--- src/design/r2h_pkg.sv ---
`default_nettype none

package r2h_pkg;

   localparam int DEFAULT_CHANNEL_BITS  = 8;
   localparam int DEFAULT_FRACTION_BITS = 16;

   // Which formula the hue numerator uses, taken from the largest channel.
   typedef logic [1:0] hue_sel_type;

   localparam hue_sel_type SEL_RED_UP   = 2'd0;
   localparam hue_sel_type SEL_RED_DOWN = 2'd1;
   localparam hue_sel_type SEL_GREEN    = 2'd2;
   localparam hue_sel_type SEL_BLUE     = 2'd3;

endpackage

`default_nettype wire

--- src/design/r2h_if.sv ---
`default_nettype none

interface r2h_pixel_if #(
   parameter int CHANNEL_BITS = r2h_pkg::DEFAULT_CHANNEL_BITS
);
   logic                    valid;
   logic                    ready;
   logic [CHANNEL_BITS-1:0] red;
   logic [CHANNEL_BITS-1:0] green;
   logic [CHANNEL_BITS-1:0] blue;

   modport source (output valid, output red, output green, output blue, input ready);
   modport sink (input valid, input red, input green, input blue, output ready);
endinterface

interface r2h_hsv_if #(
   parameter int CHANNEL_BITS  = r2h_pkg::DEFAULT_CHANNEL_BITS,
   parameter int FRACTION_BITS = r2h_pkg::DEFAULT_FRACTION_BITS
);
   logic                     valid;
   logic                     ready;
   logic [FRACTION_BITS-1:0] hue;
   logic [FRACTION_BITS-1:0] saturation;
   logic [CHANNEL_BITS-1:0]  brightness;

   modport source (output valid, output hue, output saturation, output brightness,
                   input ready);
   modport sink (input valid, input hue, input saturation, input brightness,
                 output ready);
endinterface

`default_nettype wire

--- src/design/rgb_to_hsv_converter_top.sv ---
// Stages from an accepted pixel to its result beat: two front stages, one stage per quotient bit,
// one output register. Throughput: one pixel per cycle while the skid register is empty.
// Each divider stage resolves one bit of hue and saturation.
// A stalled output parks one beat in a skid register and then holds the pipeline.
// Reset (synchronous, active high) clears the valid bits only; no clearing pass.
`default_nettype none

module rgb_to_hsv_converter_top #(
   parameter int CHANNEL_BITS  = r2h_pkg::DEFAULT_CHANNEL_BITS,
   parameter int FRACTION_BITS = r2h_pkg::DEFAULT_FRACTION_BITS
) (
   input  logic      clock,
   input  logic      reset,
   r2h_pixel_if.sink req,
   r2h_hsv_if.source rsp
);

   localparam int DEN_W = CHANNEL_BITS + 3;

   logic                     enable;
   logic                     valid      [0:FRACTION_BITS];
   logic [DEN_W-1:0]         hue_den    [0:FRACTION_BITS];
   logic [DEN_W-1:0]         hue_rem    [0:FRACTION_BITS];
   logic [FRACTION_BITS-1:0] hue_acc    [0:FRACTION_BITS];
   logic [CHANNEL_BITS-1:0]  sat_den    [0:FRACTION_BITS];
   logic [CHANNEL_BITS-1:0]  sat_rem    [0:FRACTION_BITS];
   logic [FRACTION_BITS-1:0] sat_acc    [0:FRACTION_BITS];
   logic [CHANNEL_BITS-1:0]  bright     [0:FRACTION_BITS];

   assign req.ready = enable;

   r2h_front #(
      .CHANNEL_BITS  (CHANNEL_BITS),
      .FRACTION_BITS (FRACTION_BITS)
   ) u_front (
      .clock      (clock),
      .reset      (reset),
      .enable     (enable),
      .up_valid   (req.valid),
      .up_red     (req.red),
      .up_green   (req.green),
      .up_blue    (req.blue),
      .dn_valid   (valid[0]),
      .dn_hue_den (hue_den[0]),
      .dn_hue_rem (hue_rem[0]),
      .dn_hue_acc (hue_acc[0]),
      .dn_sat_den (sat_den[0]),
      .dn_sat_rem (sat_rem[0]),
      .dn_sat_acc (sat_acc[0]),
      .dn_bright  (bright[0])
   );

   for (genvar k = 0; k < FRACTION_BITS; k++) begin : g_div
      r2h_div_stage #(
         .CHANNEL_BITS  (CHANNEL_BITS),
         .FRACTION_BITS (FRACTION_BITS)
      ) u_stage (
         .clock      (clock),
         .reset      (reset),
         .enable     (enable),
         .up_valid   (valid[k]),
         .up_hue_den (hue_den[k]),
         .up_hue_rem (hue_rem[k]),
         .up_hue_acc (hue_acc[k]),
         .up_sat_den (sat_den[k]),
         .up_sat_rem (sat_rem[k]),
         .up_sat_acc (sat_acc[k]),
         .up_bright  (bright[k]),
         .dn_valid   (valid[k+1]),
         .dn_hue_den (hue_den[k+1]),
         .dn_hue_rem (hue_rem[k+1]),
         .dn_hue_acc (hue_acc[k+1]),
         .dn_sat_den (sat_den[k+1]),
         .dn_sat_rem (sat_rem[k+1]),
         .dn_sat_acc (sat_acc[k+1]),
         .dn_bright  (bright[k+1])
      );
   end

   r2h_out_buf #(
      .CHANNEL_BITS  (CHANNEL_BITS),
      .FRACTION_BITS (FRACTION_BITS)
   ) u_out_buf (
      .clock     (clock),
      .reset     (reset),
      .up_valid  (valid[FRACTION_BITS]),
      .up_hue    (hue_acc[FRACTION_BITS]),
      .up_sat    (sat_acc[FRACTION_BITS]),
      .up_bright (bright[FRACTION_BITS]),
      .enable    (enable),
      .rsp       (rsp)
   );

endmodule

`default_nettype wire

--- src/design/r2h_front.sv ---
`default_nettype none

module r2h_front #(
   parameter int CHANNEL_BITS  = r2h_pkg::DEFAULT_CHANNEL_BITS,
   parameter int FRACTION_BITS = r2h_pkg::DEFAULT_FRACTION_BITS
) (
   input  logic                                  clock,
   input  logic                                  reset,
   input  logic                                  enable,
   input  logic                                  up_valid,
   input  logic [CHANNEL_BITS-1:0]               up_red,
   input  logic [CHANNEL_BITS-1:0]               up_green,
   input  logic [CHANNEL_BITS-1:0]               up_blue,
   output logic                                  dn_valid,
   output logic [CHANNEL_BITS+2:0]               dn_hue_den,
   output logic [CHANNEL_BITS+2:0]               dn_hue_rem,
   output logic [FRACTION_BITS-1:0]              dn_hue_acc,
   output logic [CHANNEL_BITS-1:0]               dn_sat_den,
   output logic [CHANNEL_BITS-1:0]               dn_sat_rem,
   output logic [FRACTION_BITS-1:0]              dn_sat_acc,
   output logic [CHANNEL_BITS-1:0]               dn_bright
);
   import r2h_pkg::*;

   localparam int DEN_W = CHANNEL_BITS + 3;
   localparam int NUM_W = CHANNEL_BITS + FRACTION_BITS;

   logic                    a_valid_ff;
   logic [CHANNEL_BITS-1:0] a_red_ff;
   logic [CHANNEL_BITS-1:0] a_green_ff;
   logic [CHANNEL_BITS-1:0] a_blue_ff;
   logic [CHANNEL_BITS-1:0] a_hi_ff;
   logic [CHANNEL_BITS-1:0] a_lo_ff;
   hue_sel_type             a_sel_ff;
   logic [CHANNEL_BITS-1:0] a_hi_in;
   logic [CHANNEL_BITS-1:0] a_lo_in;
   hue_sel_type             a_sel_in;

   logic                     b_valid_ff;
   logic [DEN_W-1:0]         b_hue_den_ff;
   logic [DEN_W-1:0]         b_hue_rem_ff;
   logic [CHANNEL_BITS-1:0]  b_sat_den_ff;
   logic [CHANNEL_BITS-1:0]  b_sat_rem_ff;
   logic [FRACTION_BITS-1:0] b_sat_acc_ff;
   logic [CHANNEL_BITS-1:0]  b_bright_ff;
   logic [DEN_W-1:0]         b_hue_den_in;
   logic [DEN_W-1:0]         b_hue_rem_in;
   logic [CHANNEL_BITS-1:0]  b_sat_den_in;
   logic [CHANNEL_BITS-1:0]  b_sat_rem_in;
   logic [FRACTION_BITS-1:0] b_sat_acc_in;

   logic [CHANNEL_BITS-1:0] diff;
   logic [DEN_W-1:0]        d_ext;
   logic [DEN_W-1:0]        r_ext;
   logic [DEN_W-1:0]        g_ext;
   logic [DEN_W-1:0]        b_ext;
   logic [DEN_W-1:0]        six_d;
   logic [DEN_W-1:0]        hue_num;
   logic [NUM_W-1:0]        sat_num;
   logic                    gray;

   always_comb begin
      a_hi_in = up_red;
      if (up_green > a_hi_in) begin
         a_hi_in = up_green;
      end
      if (up_blue > a_hi_in) begin
         a_hi_in = up_blue;
      end
      a_lo_in = up_red;
      if (up_green < a_lo_in) begin
         a_lo_in = up_green;
      end
      if (up_blue < a_lo_in) begin
         a_lo_in = up_blue;
      end
      if (up_red >= up_green && up_red >= up_blue) begin
         a_sel_in = (up_green >= up_blue) ? SEL_RED_UP : SEL_RED_DOWN;
      end else if (up_green >= up_blue) begin
         a_sel_in = SEL_GREEN;
      end else begin
         a_sel_in = SEL_BLUE;
      end
   end

   always_ff @(posedge clock) begin
      if (reset) begin
         a_valid_ff <= 1'b0;
      end else if (enable) begin
         a_valid_ff <= up_valid;
      end
   end

   always_ff @(posedge clock) begin
      if (enable) begin
         a_red_ff   <= up_red;
         a_green_ff <= up_green;
         a_blue_ff  <= up_blue;
         a_hi_ff    <= a_hi_in;
         a_lo_ff    <= a_lo_in;
         a_sel_ff   <= a_sel_in;
      end
   end

   assign diff  = a_hi_ff - a_lo_ff;
   assign d_ext = {3'b000, diff};
   assign r_ext = {3'b000, a_red_ff};
   assign g_ext = {3'b000, a_green_ff};
   assign b_ext = {3'b000, a_blue_ff};
   assign six_d = (d_ext << 2) + (d_ext << 1);
   assign gray  = (diff == '0);

   always_comb begin
      case (a_sel_ff)
         SEL_RED_UP:   hue_num = g_ext - b_ext;
         SEL_RED_DOWN: hue_num = (six_d + g_ext) - b_ext;
         SEL_GREEN:    hue_num = ((d_ext << 1) + b_ext) - r_ext;
         SEL_BLUE:     hue_num = ((d_ext << 2) + r_ext) - g_ext;
         default:      hue_num = '0;
      endcase
   end

   // d * (2^F - 1), formed as a shift and one subtract.
   assign sat_num = {diff, {FRACTION_BITS{1'b0}}} - {{FRACTION_BITS{1'b0}}, diff};

   // A gray pixel divides zero by one, which yields zero hue and saturation.
   always_comb begin
      if (gray) begin
         b_hue_den_in = DEN_W'(1);
         b_hue_rem_in = '0;
         b_sat_den_in = CHANNEL_BITS'(1);
         b_sat_rem_in = '0;
         b_sat_acc_in = '0;
      end else begin
         b_hue_den_in = six_d;
         b_hue_rem_in = hue_num;
         b_sat_den_in = a_hi_ff;
         b_sat_rem_in = sat_num[NUM_W-1:FRACTION_BITS];
         b_sat_acc_in = sat_num[FRACTION_BITS-1:0];
      end
   end

   always_ff @(posedge clock) begin
      if (reset) begin
         b_valid_ff <= 1'b0;
      end else if (enable) begin
         b_valid_ff <= a_valid_ff;
      end
   end

   always_ff @(posedge clock) begin
      if (enable) begin
         b_hue_den_ff <= b_hue_den_in;
         b_hue_rem_ff <= b_hue_rem_in;
         b_sat_den_ff <= b_sat_den_in;
         b_sat_rem_ff <= b_sat_rem_in;
         b_sat_acc_ff <= b_sat_acc_in;
         b_bright_ff  <= a_hi_ff;
      end
   end

   assign dn_valid   = b_valid_ff;
   assign dn_hue_den = b_hue_den_ff;
   assign dn_hue_rem = b_hue_rem_ff;
   assign dn_hue_acc = '0;
   assign dn_sat_den = b_sat_den_ff;
   assign dn_sat_rem = b_sat_rem_ff;
   assign dn_sat_acc = b_sat_acc_ff;
   assign dn_bright  = b_bright_ff;

endmodule

`default_nettype wire

--- src/design/r2h_div_stage.sv ---
`default_nettype none

module r2h_div_stage #(
   parameter int CHANNEL_BITS  = r2h_pkg::DEFAULT_CHANNEL_BITS,
   parameter int FRACTION_BITS = r2h_pkg::DEFAULT_FRACTION_BITS
) (
   input  logic                     clock,
   input  logic                     reset,
   input  logic                     enable,
   input  logic                     up_valid,
   input  logic [CHANNEL_BITS+2:0]  up_hue_den,
   input  logic [CHANNEL_BITS+2:0]  up_hue_rem,
   input  logic [FRACTION_BITS-1:0] up_hue_acc,
   input  logic [CHANNEL_BITS-1:0]  up_sat_den,
   input  logic [CHANNEL_BITS-1:0]  up_sat_rem,
   input  logic [FRACTION_BITS-1:0] up_sat_acc,
   input  logic [CHANNEL_BITS-1:0]  up_bright,
   output logic                     dn_valid,
   output logic [CHANNEL_BITS+2:0]  dn_hue_den,
   output logic [CHANNEL_BITS+2:0]  dn_hue_rem,
   output logic [FRACTION_BITS-1:0] dn_hue_acc,
   output logic [CHANNEL_BITS-1:0]  dn_sat_den,
   output logic [CHANNEL_BITS-1:0]  dn_sat_rem,
   output logic [FRACTION_BITS-1:0] dn_sat_acc,
   output logic [CHANNEL_BITS-1:0]  dn_bright
);

   localparam int DEN_W = CHANNEL_BITS + 3;

   // The accumulator feeds dividend bits out at the top and takes quotient
   // bits in at the bottom, so after all steps it holds the quotient.
   logic [DEN_W:0]           hue_trial;
   logic [DEN_W-1:0]         hue_diff;
   logic                     hue_fit;
   logic [CHANNEL_BITS:0]    sat_trial;
   logic [CHANNEL_BITS-1:0]  sat_diff;
   logic                     sat_fit;

   logic                     valid_ff;
   logic [DEN_W-1:0]         hue_den_ff;
   logic [DEN_W-1:0]         hue_rem_ff;
   logic [FRACTION_BITS-1:0] hue_acc_ff;
   logic [CHANNEL_BITS-1:0]  sat_den_ff;
   logic [CHANNEL_BITS-1:0]  sat_rem_ff;
   logic [FRACTION_BITS-1:0] sat_acc_ff;
   logic [CHANNEL_BITS-1:0]  bright_ff;
   logic [DEN_W-1:0]         hue_rem_in;
   logic [FRACTION_BITS-1:0] hue_acc_in;
   logic [CHANNEL_BITS-1:0]  sat_rem_in;
   logic [FRACTION_BITS-1:0] sat_acc_in;

   assign hue_trial  = {up_hue_rem, up_hue_acc[FRACTION_BITS-1]};
   assign hue_diff   = hue_trial[DEN_W-1:0] - up_hue_den;
   assign hue_fit    = hue_trial >= {1'b0, up_hue_den};
   assign hue_rem_in = hue_fit ? hue_diff : hue_trial[DEN_W-1:0];
   assign hue_acc_in = {up_hue_acc[FRACTION_BITS-2:0], hue_fit};

   assign sat_trial  = {up_sat_rem, up_sat_acc[FRACTION_BITS-1]};
   assign sat_diff   = sat_trial[CHANNEL_BITS-1:0] - up_sat_den;
   assign sat_fit    = sat_trial >= {1'b0, up_sat_den};
   assign sat_rem_in = sat_fit ? sat_diff : sat_trial[CHANNEL_BITS-1:0];
   assign sat_acc_in = {up_sat_acc[FRACTION_BITS-2:0], sat_fit};

   always_ff @(posedge clock) begin
      if (reset) begin
         valid_ff <= 1'b0;
      end else if (enable) begin
         valid_ff <= up_valid;
      end
   end

   always_ff @(posedge clock) begin
      if (enable) begin
         hue_den_ff <= up_hue_den;
         hue_rem_ff <= hue_rem_in;
         hue_acc_ff <= hue_acc_in;
         sat_den_ff <= up_sat_den;
         sat_rem_ff <= sat_rem_in;
         sat_acc_ff <= sat_acc_in;
         bright_ff  <= up_bright;
      end
   end

   assign dn_valid   = valid_ff;
   assign dn_hue_den = hue_den_ff;
   assign dn_hue_rem = hue_rem_ff;
   assign dn_hue_acc = hue_acc_ff;
   assign dn_sat_den = sat_den_ff;
   assign dn_sat_rem = sat_rem_ff;
   assign dn_sat_acc = sat_acc_ff;
   assign dn_bright  = bright_ff;

endmodule

`default_nettype wire

--- src/design/r2h_out_buf.sv ---
`default_nettype none

module r2h_out_buf #(
   parameter int CHANNEL_BITS  = r2h_pkg::DEFAULT_CHANNEL_BITS,
   parameter int FRACTION_BITS = r2h_pkg::DEFAULT_FRACTION_BITS
) (
   input  logic                     clock,
   input  logic                     reset,
   input  logic                     up_valid,
   input  logic [FRACTION_BITS-1:0] up_hue,
   input  logic [FRACTION_BITS-1:0] up_sat,
   input  logic [CHANNEL_BITS-1:0]  up_bright,
   output logic                     enable,
   r2h_hsv_if.source                rsp
);

   logic                     push;
   logic                     out_free;

   logic                     out_valid_ff;
   logic [FRACTION_BITS-1:0] out_hue_ff;
   logic [FRACTION_BITS-1:0] out_sat_ff;
   logic [CHANNEL_BITS-1:0]  out_bright_ff;
   logic                     skid_valid_ff;
   logic [FRACTION_BITS-1:0] skid_hue_ff;
   logic [FRACTION_BITS-1:0] skid_sat_ff;
   logic [CHANNEL_BITS-1:0]  skid_bright_ff;

   logic                     out_valid_in;
   logic [FRACTION_BITS-1:0] out_hue_in;
   logic [FRACTION_BITS-1:0] out_sat_in;
   logic [CHANNEL_BITS-1:0]  out_bright_in;
   logic                     skid_valid_in;
   logic [FRACTION_BITS-1:0] skid_hue_in;
   logic [FRACTION_BITS-1:0] skid_sat_in;
   logic [CHANNEL_BITS-1:0]  skid_bright_in;

   // The pipeline advances only while the skid register is empty.
   assign enable   = !skid_valid_ff;
   assign push     = up_valid && !skid_valid_ff;
   assign out_free = !out_valid_ff || rsp.ready;

   always_comb begin
      out_valid_in   = out_valid_ff;
      out_hue_in     = out_hue_ff;
      out_sat_in     = out_sat_ff;
      out_bright_in  = out_bright_ff;
      skid_valid_in  = skid_valid_ff;
      skid_hue_in    = skid_hue_ff;
      skid_sat_in    = skid_sat_ff;
      skid_bright_in = skid_bright_ff;
      if (out_free) begin
         if (skid_valid_ff) begin
            out_valid_in  = 1'b1;
            out_hue_in    = skid_hue_ff;
            out_sat_in    = skid_sat_ff;
            out_bright_in = skid_bright_ff;
            skid_valid_in = 1'b0;
         end else begin
            out_valid_in  = push;
            out_hue_in    = up_hue;
            out_sat_in    = up_sat;
            out_bright_in = up_bright;
         end
      end else if (push) begin
         skid_valid_in  = 1'b1;
         skid_hue_in    = up_hue;
         skid_sat_in    = up_sat;
         skid_bright_in = up_bright;
      end
   end

   always_ff @(posedge clock) begin
      if (reset) begin
         out_valid_ff  <= 1'b0;
         skid_valid_ff <= 1'b0;
      end else begin
         out_valid_ff  <= out_valid_in;
         skid_valid_ff <= skid_valid_in;
      end
   end

   always_ff @(posedge clock) begin
      out_hue_ff     <= out_hue_in;
      out_sat_ff     <= out_sat_in;
      out_bright_ff  <= out_bright_in;
      skid_hue_ff    <= skid_hue_in;
      skid_sat_ff    <= skid_sat_in;
      skid_bright_ff <= skid_bright_in;
   end

   assign rsp.valid      = out_valid_ff;
   assign rsp.hue        = out_hue_ff;
   assign rsp.saturation = out_sat_ff;
   assign rsp.brightness = out_bright_ff;

`ifndef SYNTHESIS
   skid_needs_output: assert property (@(posedge clock) disable iff (reset)
      skid_valid_ff |-> out_valid_ff)
      else $error("skid register holds a beat while the output register is empty");

   skid_fills_on_stall: assert property (@(posedge clock) disable iff (reset)
      $rose(skid_valid_ff) |-> $past(out_valid_ff && !rsp.ready))
      else $error("skid register filled without a stalled output beat");

   black_has_no_saturation: assert property (@(posedge clock) disable iff (reset)
      (out_valid_ff && out_bright_ff == '0) |-> (out_sat_ff == '0))
      else $error("black pixel produced nonzero saturation");
`endif

endmodule

`default_nettype wire

--- src/flat_wrapper.sv ---
// flat-port wrapper written by rule: the top's interface ports become plain ports
module rgb_to_hsv_converter_top_flat 
#(
   parameter int CHANNEL_BITS  = r2h_pkg::DEFAULT_CHANNEL_BITS,
   parameter int FRACTION_BITS = r2h_pkg::DEFAULT_FRACTION_BITS
)
  (clock, reset, req_valid, req_red, req_green, req_blue, req_ready, rsp_valid, rsp_hue, rsp_saturation, rsp_brightness, rsp_ready);
  r2h_pixel_if #(.CHANNEL_BITS(CHANNEL_BITS)) req_i ();
  r2h_hsv_if #(.CHANNEL_BITS(CHANNEL_BITS), .FRACTION_BITS(FRACTION_BITS)) rsp_i ();
  input  logic clock;
  input  logic reset;
  input wire logic [$bits(req_i.valid)-1:0] req_valid;
  input wire logic [$bits(req_i.red)-1:0] req_red;
  input wire logic [$bits(req_i.green)-1:0] req_green;
  input wire logic [$bits(req_i.blue)-1:0] req_blue;
  output wire logic [$bits(req_i.ready)-1:0] req_ready;
  output wire logic [$bits(rsp_i.valid)-1:0] rsp_valid;
  output wire logic [$bits(rsp_i.hue)-1:0] rsp_hue;
  output wire logic [$bits(rsp_i.saturation)-1:0] rsp_saturation;
  output wire logic [$bits(rsp_i.brightness)-1:0] rsp_brightness;
  input wire logic [$bits(rsp_i.ready)-1:0] rsp_ready;
  assign req_i.valid = req_valid;
  assign req_i.red = req_red;
  assign req_i.green = req_green;
  assign req_i.blue = req_blue;
  assign req_ready = req_i.ready;
  assign rsp_valid = rsp_i.valid;
  assign rsp_hue = rsp_i.hue;
  assign rsp_saturation = rsp_i.saturation;
  assign rsp_brightness = rsp_i.brightness;
  assign rsp_i.ready = rsp_ready;
  rgb_to_hsv_converter_top #(.CHANNEL_BITS(CHANNEL_BITS), .FRACTION_BITS(FRACTION_BITS)) u_core (.clock(clock), .reset(reset), .req(req_i), .rsp(rsp_i));
endmodule
--- config.mk ---
export PLATFORM = sky130hd
export DESIGN_NAME = rgb_to_hsv_converter_top_flat
export DESIGN_NICKNAME = d
export VERILOG_FILES = /design/src/design/r2h_pkg.sv /design/src/design/r2h_if.sv /design/src/design/rgb_to_hsv_converter_top.sv /design/src/design/r2h_front.sv /design/src/design/r2h_div_stage.sv /design/src/design/r2h_out_buf.sv /design/src/flat_wrapper.sv
export SDC_FILE = /design/constraint.sdc
export NUM_CORES = 2
export LEC_CHECK = 0
export BUFFER_PORTS_ARGS = -buffer_cell sky130_fd_sc_hd__buf_2
export CORE_ASPECT_RATIO = 0.5
export CORE_MARGIN = 2
export CORE_UTILIZATION = 33
export CTS_CLUSTER_SIZE = 24
export DETAILED_ROUTE_END_ITERATION = 12
export PLACE_DENSITY = 0.46
export SKIP_CTS_REPAIR_TIMING = 1
export SYNTH_ARGS = -nofsm -noshare
export SYNTH_HDL_FRONTEND = slang
export SYNTH_HIERARCHICAL = 1
export SYNTH_SLANG_ARGS = --single-unit
--- constraint.sdc ---
create_clock -name clock -period 39.8 [get_ports clock]
set_input_delay 1.99 -clock clock [delete_from_list [all_inputs] [get_ports clock]]
set_output_delay 1.99 -clock clock [all_outputs]
set_load 0.02 [all_outputs]
==> impl_metrics.env <==
export IMPL_cp_top_family="buffers and inverters"
export IMPL_cp_depth=6
export IMPL_netlist_area_sq_um=68400
export IMPL_core_area_sq_um=206000
export IMPL_insertedDiodeCount=0
export IMPL_crit_required_ps=40200
export IMPL_cts_tree="yes"
export IMPL_routedWlPerCell_um=16.7
export IMPL_maxCapViolCount=0
export IMPL_syn2layout_area_growth_pct=11.4
export IMPL_rows=118
export IMPL_fin_crit_sh_pct=14.3
export IMPL_root_buffer="clkbuf_16"
export IMPL_place_ws_ps=33650
export IMPL_clkTransAtPathRegs_ps=60
export IMPL_nFillCells=19400
export IMPL_io_pins=70
export IMPL_grt_first_pass_wirelength_um=208000
export IMPL_die_w_um=648
export IMPL_drtIter0Drc=2074
export IMPL_final_common_cell="edfxtp_1"
export IMPL_worstReg2RegEnd="u_core/u_front/a_lo_ff[0]"
export IMPL_cts_buffers=149
export IMPL_initial_core_util_pct=33.1
export IMPL_grt_usage_pct=12.2
export IMPL_hold_viol=0
export IMPL_dr_total_vias=36300
export IMPL_hold_path_class="reg2reg"
export IMPL_startpoint_type="register"
export IMPL_relSlewSlack_pct=27.3
export IMPL_clock_sinks=1411
export IMPL_rsz0062_at_grt="no"
export IMPL_vias_per_cell=4.70
export IMPL_cpMostUsedCell="buf_4"
export IMPL_setup_viol=0
export IMPL_fin_ws_ps=34120
export IMPL_tightestPinTransition_ps=1090
export IMPL_drive_gt1_share_pct=15.9
export IMPL_die_height_um=326
export IMPL_grt_pass1_vias=37800
export IMPL_first_pass_iters=7
export IMPL_wl_um=129000
export IMPL_netlist_instances=4703
export IMPL_period_minus_slack_ps=5680
export IMPL_nets=5348
export IMPL_path_cells="inv_8 -> buf_4 -> buf_4 -> buf_4 -> buf_4 -> buf_4"
export IMPL_fin_cells=7724
export IMPL_skew_ps=42.6
export IMPL_yosysWarnings=6
export IMPL_grt_max_degree=166
export IMPL_mostFrequentLayoutCells="edfxtp_1, inv_1, ha_1"
export IMPL_fmax_ghz=0.176
export IMPL_status="finished, final reports clean"
export IMPL_arrival_ps=6080
export IMPL_crit_type="reg2reg"
export IMPL_final_util_pct=36.9
export IMPL_reg2reg_depth=6
export IMPL_ff_latch_area_sq_um=42200
export IMPL_timing_setup_tns_ps=0
export IMPL_drc=0
export IMPL_ant_nets=0
export IMPL_synth_area_per_cell_sq_um=14.5
export IMPL_setup_worst_path_start="u_core/u_out_buf/skid_valid_ff"
export IMPL_cts_buffer_depth=4
export IMPL_min_path_cells=0
export IMPL_slew_viol_final=0
export IMPL_crit_slowest_cell="buf_4"
export IMPL_r2r_start="u_core/u_out_buf/skid_valid_ff"
export IMPL_slowest_delay_ps=930
export IMPL_crit_fanout=85
export IMPL_place_inst=7468
export IMPL_port_buffers=69
export IMPL_hpwl_um=91900
export IMPL_multi_input_area_sq_um=23600
export IMPL_dieArea_sq_um=211000
export IMPL_reg2reg_slack_ps=34120
export IMPL_antenna_found_initial=0
export IMPL_endpoint="u_core/u_front/a_lo_ff[0]"
export IMPL_cp_num_buf_inv=6
export IMPL_grt_overflow=0
export IMPL_gp_congestion=0.815
export IMPL_cts_max_level=4
export IMPL_clock_latency_ps=790
export IMPL_cp_end_kind="register"
-- stage by stage --
stage / hold slack (ps) / instance area, sq um
finish: 397 / 76200
global placement: 400 / 71600
global route: 401 / 76200
CTS: 396 / 76200
detailed placement: 405 / 71600
floorplan: 400 / 68400
-- layer usage --
| layer | wire length, um | GRT usage (%) |
|---|---|---|
| met5 | 0 | 0 |
| met4 | 3970 | 4.04 |
| met3 | 4290 | 2.14 |
| met2 | 63300 | 21.2 |
| met1 | 57800 | 15.3 |
-- cell type report --
cell class              count  area share [%]
clock buffers             177            5.15
inverters                 492            2.43
clock inverters            79           0.871
flip-flops and latches   1411            55.4
well taps                2760            4.53
multi-input cells        2717            31.0
repair buffers             88           0.674
-- how the worst min path moves through the flow --
stage | slack, ps | startpoint | endpoint
2_1_floorplan | 400 | u_core/u_front/dn_bright[0] | u_core/g_div[0].u_stage/dn_bright[0]
3_3_place_gp | 400 | u_core/g_div[0].u_stage/dn_hue_acc[8] | u_core/g_div[1].u_stage/dn_hue_acc[9]
3_5_place_dp | 400 | u_core/g_div[9].u_stage/dn_sat_acc[8] | u_core/g_div[10].u_stage/dn_sat_acc[9]
4_1_cts | 400 | u_core/g_div[2].u_stage/dn_bright[1] | u_core/g_div[3].u_stage/dn_bright[1]
5_1_grt | 400 | u_core/g_div[2].u_stage/dn_bright[1] | u_core/g_div[3].u_stage/dn_bright[1]
6_report | 400 | u_core/g_div[2].u_stage/dn_bright[1] | u_core/g_div[3].u_stage/dn_bright[1]
-- registers in the layout, indices dropped and copies added, names as in the netlist, 11 cells and up --
register,flops
u_core/g_div.u_stage/dn_hue_acc,256
u_core/g_div.u_stage/dn_sat_acc,256
u_core/g_div.u_stage/dn_hue_den,165
u_core/g_div.u_stage/dn_hue_rem,165
u_core/g_div.u_stage/dn_bright,128
u_core/g_div.u_stage/dn_sat_den,120
u_core/g_div.u_stage/dn_sat_rem,120
u_core/g_div.u_stage/dn_valid,16
u_core/u_out_buf/rsp.hue,16
u_core/u_out_buf/rsp.saturation,16
u_core/u_out_buf/skid_hue_ff,16
u_core/u_out_buf/skid_sat_ff,16
u_core/u_front/dn_sat_acc,13
u_core/u_front/dn_hue_den,11
u_core/u_front/dn_hue_rem,11
Power is left out: the tool's default activity adds up to more than one toggle a clock period on the data nets, which glitch-free logic cannot reach.
